**src/design/vpy_queue.sv**
```systemverilog
// small register queue used between front and back and at the result side
// no dependencies
module vpy_queue #(
    parameter int W     = 8,
    parameter int DEPTH = 2
) (
    input  logic         i_clk,
    input  logic         i_rst_n,
    input  logic         i_wr,
    input  logic [W-1:0] i_data,
    output logic         o_full,
    input  logic         i_rd,
    output logic         o_empty,
    output logic [W-1:0] o_data
);
    localparam int AW = (DEPTH > 1) ? $clog2(DEPTH) : 1;
    localparam int NW = $clog2(DEPTH + 1);

    logic [W-1:0]  r_mem [0:DEPTH-1];
    logic [AW-1:0] r_wp, r_rp;
    logic [NW-1:0] r_cnt;

    function automatic logic [AW-1:0] wrap_inc(input logic [AW-1:0] p);
        return (p == AW'(DEPTH - 1)) ? '0 : p + 1'b1;
    endfunction

    always_ff @(posedge i_clk) begin
        if (!i_rst_n) begin
            r_wp  <= '0;
            r_rp  <= '0;
            r_cnt <= '0;
        end else begin
            if (i_wr) r_wp <= wrap_inc(r_wp);
            if (i_rd) r_rp <= wrap_inc(r_rp);
            case ({i_wr, i_rd})
                2'b10:   r_cnt <= r_cnt + 1'b1;
                2'b01:   r_cnt <= r_cnt - 1'b1;
                default: r_cnt <= r_cnt;
            endcase
        end
    end

    always_ff @(posedge i_clk) begin
        if (i_wr) r_mem[r_wp] <= i_data;
    end

    assign o_full  = (r_cnt == NW'(DEPTH));
    assign o_empty = (r_cnt == '0);
    assign o_data  = r_mem[r_rp];
endmodule

```
**config.mk**
```make
export PLATFORM = sky130hd
export DESIGN_NAME = vpy_queue
export DESIGN_NICKNAME = d
export VERILOG_FILES = /design/src/design/vpy_queue.sv
export SDC_FILE = /design/constraint.sdc
export NUM_CORES = 1
export LEC_CHECK = 0
export BUFFER_PORTS_ARGS = -buffer_cell sky130_fd_sc_hd__buf_4
export CORE_MARGIN = 3
export CORE_UTILIZATION = 48
export DETAILED_ROUTE_END_ITERATION = 6
export PLACE_DENSITY = 0.86
export SLEW_MARGIN = 40
export SYNTH_ARGS = -nofsm -noshare
export SYNTH_HDL_FRONTEND = slang
export SYNTH_SLANG_ARGS = --single-unit
```
**constraint.sdc**
```tcl
create_clock -name i_clk -period 1.65 [get_ports i_clk]
set_clock_uncertainty 0.1 [all_clocks]
set_input_delay 0.33 -clock i_clk [delete_from_list [all_inputs] [get_ports i_clk]]
set_output_delay 0.33 -clock i_clk [all_outputs]
set_load 0.005 [all_outputs]
```
==> flow_metrics.py, run 1 <==
metrics = {
    "critical_path": {
        "crit_path_end_kind": "output port",
        "critPathMaxFanout": 8,
        "crit_required_ns": 1.22,
        "cp-start-kind": "register",
        "r2r-end": "r_mem[0][1]",
        "cp_data_arrival_time_ns": 1.20,
        "critPathTopFamily": "flip-flops",
        "slowest_stage": "dfxtp_4",
        "max_stage_delay_ns": 0.42,
        "cp_num_buf_inv": 1,
        "reg2reg_slack_ns": 0.45,
        "r2r_cells": 2,
        "crit_chain": "mux2_2 -> buf_4",
        "cp.depth": 2,
        "endpoint": "o_data[6]",
        "crit_type": "register to output port",
        "r2r-start": "r_wp",
    },
    "final_layout": {
        "area_growth_pct": 27.01,
        "finalNonFillerCells": 88,
        "drive_gt1_frac": 0.4861,
        "fill_cells": 120,
        "multi_input_area_um2": 206.4,
        "final-seq-area_um2": 584.3,
        "nets": 86,
        "antenna_cells": 0,
    },
    "clock_network": {
        "numClockSinks": 21,
        "clkSlewWorstSetupHoldPaths_ns": 0.11,
        "cts-root-buf": "clkbuf_4",
        "clockBufferDepth": 2,
        "htree_levels": 1,
        "tritoncts.num_buffers": 3,
        "cts_tree": "done",
        "insertion_delay_ns": 0.29,
    },
    "power": {
        "net-switching-power_uw": 212.1,
        "seq_power_share": 0.621,
        "p_total_mw": 1.008,
        "swShare": 0.2105,
        "pwr-share-clk": 0.232,
        "leakagePower_nw": 0.3983,
        "ir_drop_v": 0.0005996,
        "power_density_mw_per_mm2": 1002,
        "p_comb_frac": 0.146,
        "internal_power_uw": 795.7,
    },
    "synthesis": {
        "synth-seq-area-share": 0.7330,
        "async_reset_ff_frac": 0,
        "synthesis.nets": 60,
        "syn_area_um2": 792.0,
        "yosys_warnings": 0,
        "postSynthCellCount": 47,
        "synth-main-ff-cell": "edfxtp_1",
        "ys_ff_latch": 21,
        "post-synth-top-count-cell": "edfxtp_1",
        "synth_area_leader_cell": "edfxtp_1",
        "synth_area_leaders": "edfxtp_1, dfxtp_1, mux2_2, and2_1, xnor2_1",
        "post_synth.cell_area_avg_um2": 16.85,
        "synth.distinct_cells": 16,
        "synth_edf_count": 16,
        "synth_top_cells_by_count": "edfxtp_1, mux2_2, dfxtp_1",
        "synth_top_area_share": 0.6066,
    },
    "global_route": {
        "grt.busiest_layer": "met2",
        "grt_overflow": 0,
        "antenna_found_initial": 0,
        "use_met3": 0.03906,
        "grt_max_degree": 12,
        "grt_pass1_wl_mm": 1.725,
        "grt_pass1_vias": 445,
        "use_met1": 0.1169,
        "use_met2": 0.2198,
        "grt_usage": 0.1179,
    },
    "flow_run": {
        "drv_cap": 0,
    },
    "timing": {
        "finalSetupTns_ns": 0,
        "worst_pin_slew_ns": 0.3785,
        "grt_setup_unrepaired": "yes",
        "finalHoldViolations": 0,
        "setup_viol": 0,
        "relSlewSlack": 0.7477,
        "period_needed_ns": 1.626,
        "fmax_mhz": 614.8,
        "fin_ws_ns": 0.02354,
        "drv_slew": 0,
        "post-route-period-util": 0.9857,
        "timing.hold.ws_ns": 0.1127,
    },
    "floorplanning": {
        "die_height_um": 46.62,
        "io-pin-count": 22,
        "die_w_um": 46.62,
        "rows": 14,
        "initial_core_util": 0.5197,
        "core_mm2": 0.001524,
        "die-area_mm2": 0.002173,
    },
    "placement": {
        "post-place-cells": 84,
        "routabilityCongestion": 0.6629,
        "place_ws_ns": 0.1852,
        "place_hpwl_um": 880.8,
        "io_buffers": 21,
    },
    "routing": {
        "vias": 447,
        "post_drt_wl_per_cell_um": 13.42,
        "via_per_inst": 5.080,
        "drc": 0,
        "wirelength_mm": 1.181,
        "firstDrtPassIters": 4,
        "drtAntennaViolNets": 0,
        "drt-initial-drc-count": 6,
    },
    "run_status": {
        "status": "complete, no violations",
    },
    "worst_hold_path": {
        "min_path_type": "input pin to register",
        "worstHoldStart": "i_data[5]",
    },
}
[layer usage]
metal / wire [um] / vias up
met4: 0 / 0
met3: 102 / 0
li1: - / 218
met1: 442 / 215
met5: 0 / -
met2: 636 / 14
[area by class of cell]
| class | count | share of cell area |
|---|---|---|
| clock buffers | 4 | 0.02612 |
| inverters | 1 | 0.003731 |
| multi-input cells | 24 | 0.2052 |
| flip-flops and latches | 21 | 0.5808 |
| well taps | 16 | 0.01990 |
| repair buffers | 22 | 0.1642 |
[sequential cells by signal, summed over array words and instances, names as in the netlist, named ones only]
register,cells
r_rp,1
r_cnt,2
r_mem,16
r_wp,1
[how the worst min path moves through the flow]
stage                  end  slack, ns  depth (start not counted)
3_3_place_gp      r_cnt[1]       0.38                          2
3_5_place_dp      r_cnt[1]       0.39                          2
6_report       r_mem[1][5]       0.11                          1
2_1_floorplan  r_mem[0][0]       0.33                          0
5_1_grt        r_mem[1][7]        0.1                          1
4_1_cts        r_mem[1][5]       0.10                          1
[cells by family after synthesis]
group,count (synthesis),synth area share
flops,21,0.7330
simple gates,9,0.06794
mux,8,0.1137
compound gates,3,0.02528
xor+xnor,3,0.03318
buf+inv,2,0.01105
fa+ha+maj,1,0.01580
[through the flow]
stage	util	instance area [um^2]
4_1_cts	0.6576	1002
6_report	0.6601	1006
3_5_place_dp	0.6379	972.2
2_1_floorplan	-	792.0
3_3_place_gp	0.6379	972.2
5_1_grt	0.6601	1006
[timing repair]
item	in CTS	in global routing
hold buffers	0	0
pin swaps	0	0
setup endpoints to repair	8	8
buffers inserted	0	0
gates resized for setup	2	1
[worst register-to-register path, stage by stage (launching register included)]
cell,delay (ns)
dfxtp_1,0.34
nor2_1,0.26
buf_4,0.22
[cells in the final DEF (no fill, tap or decap), types with 2 or more instances in the layout]
master / netlist / layout
dfxtp_1: 5 / 4
clkbuf_4: 0 / 3
and2_1: 4 / 4
edfxtp_1: 16 / 16
nor2_1: 2 / 2
xnor2_1: 2 / 2
buf_4: 0 / 22
mux2_2: 8 / 7
[power by group through the flow]
| stage | Combinational, mW | Clock, mW | Sequential (mW) |
|---|---|---|---|
| after CTS | 0.149 | 0.242 | 0.627 |
| after floorplan | 0.0779 | 0 | 0.627 |
| after detailed placement | 0.149 | 0 | 0.638 |
| final | 0.148 | 0.234 | 0.626 |
| after global placement | 0.143 | 0 | 0.636 |
| after global routing | 0.162 | 0.261 | 0.631 |
No activity file was read; power rests on OpenSTA's default activity.
==> run 2, diff against run 1 <==
==> constraint.sdc (replaced) <==
create_clock -name i_clk -period 1.75 [get_ports i_clk]
set_clock_uncertainty 0.1 [all_clocks]
set_input_delay 0.35 -clock i_clk [delete_from_list [all_inputs] [get_ports i_clk]]
set_output_delay 0.35 -clock i_clk [all_outputs]
set_load 0.005 [all_outputs]
==> flow_metrics.py, run 2 (synthesized netlist as in run 1, its figures left out) <==
metrics = {
    "placement": {
        "dpl_cell_area_um2": 972.2,
        "routabilityCongestion": 0.6604,
        "io_buffers": 21,
    },
    "power": {
        "ir_drop_v": 0.0004967,
        "power_density_mw_per_mm2": 949.1,
        "leakagePower_nw": 0.3946,
    },
    "global_route": {
        "antenna_found_initial": 0,
        "use_met2": 0.2253,
        "grt_overflow": 0,
        "grt.busiest_layer": "met2",
        "use_met1": 0.1468,
        "use_met3": 0.03906,
        "grt_pass1_wl_mm": 1.959,
        "grt_max_degree": 12,
        "grt_pass1_vias": 455,
        "grt_usage": 0.1292,
    },
    "timing": {
        "worst_pin_slew_ns": 0.3721,
        "fmax_mhz": 604.1,
        "post-route-period-util": 0.9460,
        "period_needed_ns": 1.655,
        "grt_setup_unrepaired": "no",
        "finalHoldViolations": 0,
        "finalSetupTns_ns": 0,
        "drv_slew": 0,
        "relSlewSlack": 0.7520,
        "setup_viol": 0,
    },
    "final_layout": {
        "antenna_cells": 0,
        "nets": 86,
        "mostFrequentLayoutCell": "buf_4",
        "utilization": 0.6576,
        "reg_top3": "r_mem x16, r_cnt x2",
        "area_growth_pct": 26.54,
        "final_area_mm2": 0.001002,
        "regMostFlops": "r_mem",
        "largest_register_ffs": 16,
        "drive_gt1_frac": 0.4861,
        "final_cell_mix": "buf_4, edfxtp_1, mux2_2",
    },
    "clock_network": {
        "postCtsHoldBufs": 0,
        "htree_levels": 1,
        "tritoncts.num_buffers": 3,
        "insertion_delay_ns": 0.29,
        "clkSlewWorstSetupHoldPaths_ns": 0.11,
        "cts_setup_buffers": 0,
        "clockBufferDepth": 2,
        "cts_tree": "done",
        "ctsResizeCount": 1,
        "numClockSinks": 21,
        "cts-root-buf": "clkbuf_4",
    },
    "critical_path": {
        "crit_required_ns": 1.30,
        "cp_data_arrival_time_ns": 1.21,
        "crit_type": "register to output port",
        "cp-start-kind": "register",
        "crit_path_end_kind": "output port",
        "critPathMaxFanout": 8,
    },
    "floorplanning": {
        "core_mm2": 0.001524,
        "die-area_mm2": 0.002173,
        "rows": 14,
        "initial_core_util": 0.5197,
        "io-pin-count": 22,
        "die_height_um": 46.62,
        "die_w_um": 46.62,
    },
    "routing": {
        "drt-initial-drc-count": 11,
        "drc": 0,
        "drtAntennaViolNets": 0,
        "vias": 446,
        "firstDrtPassIters": 4,
        "via_per_inst": 5.068,
        "wirelength_mm": 1.110,
        "post_drt_wl_per_cell_um": 12.61,
    },
    "run_status": {
        "status": "complete, no violations",
    },
    "flow_run": {
        "drv_cap": 0,
    },
    "worst_hold_path": {
        "min_path_type": "input pin to register",
    },
}
-- run 2: cell count changes in the layout (fill, tap and decap cells not counted) --
cell and delta:
mux2_2 +1, mux2_4 -1
-- run 2: where the power goes --
group	switching (mW)	internal, mW
Combinational	0.0468	0.0899
Clock	0.137	0.0886
Sequential	0.0191	0.570
-- run 2: stage by stage --
step	power, mW	hold slack [ns]	worst slack, ns	cells
6_report	0.9512	0.1336	0.09453	88
5_1_grt	0.9970	0.1102	0.04289	88
4_1_cts	0.9605	0.1249	0.04035	88
3_5_place_dp	0.7402	0.3988	0.2620	84
3_3_place_gp	0.7353	0.3823	0.2656	84
2_1_floorplan	0.6646	0.3489	0.4042	47
-- run 2: worst max-delay path: stages, from the launching register on --
cell     delay [ns]
dfxtp_4        0.42
mux2_2         0.35
buf_4          0.14
-- run 2: area by class of cell --
class,instances,area (um^2)
Clock buffer,4,26.28
Fill cell,123,521.8
Inverter,1,3.754
Multi-Input combinational cell,24,202.7
Sequential cell,21,584.3
Tap cell,16,20.02
Timing Repair Buffer,22,165.2
-- run 2: metal layers --
metal / part of all wire / wire [um]
met5: 0 / 0
met4: 0 / 0
met3: 0.10 / 112
met2: 0.49 / 540
met1: 0.41 / 458
-- run 2: path summary, 6_finish.rpt --
path              slack (ns)  startpoint  cells past startpoint          end
setup / recovery        0.09    register                      2    o_data[0]
hold reg to reg         0.42    r_cnt[1]                      2     r_cnt[1]
setup reg to reg        0.61        r_wp                      1  r_mem[1][7]
hold / removal          0.13   i_data[1]                      1  r_mem[1][1]
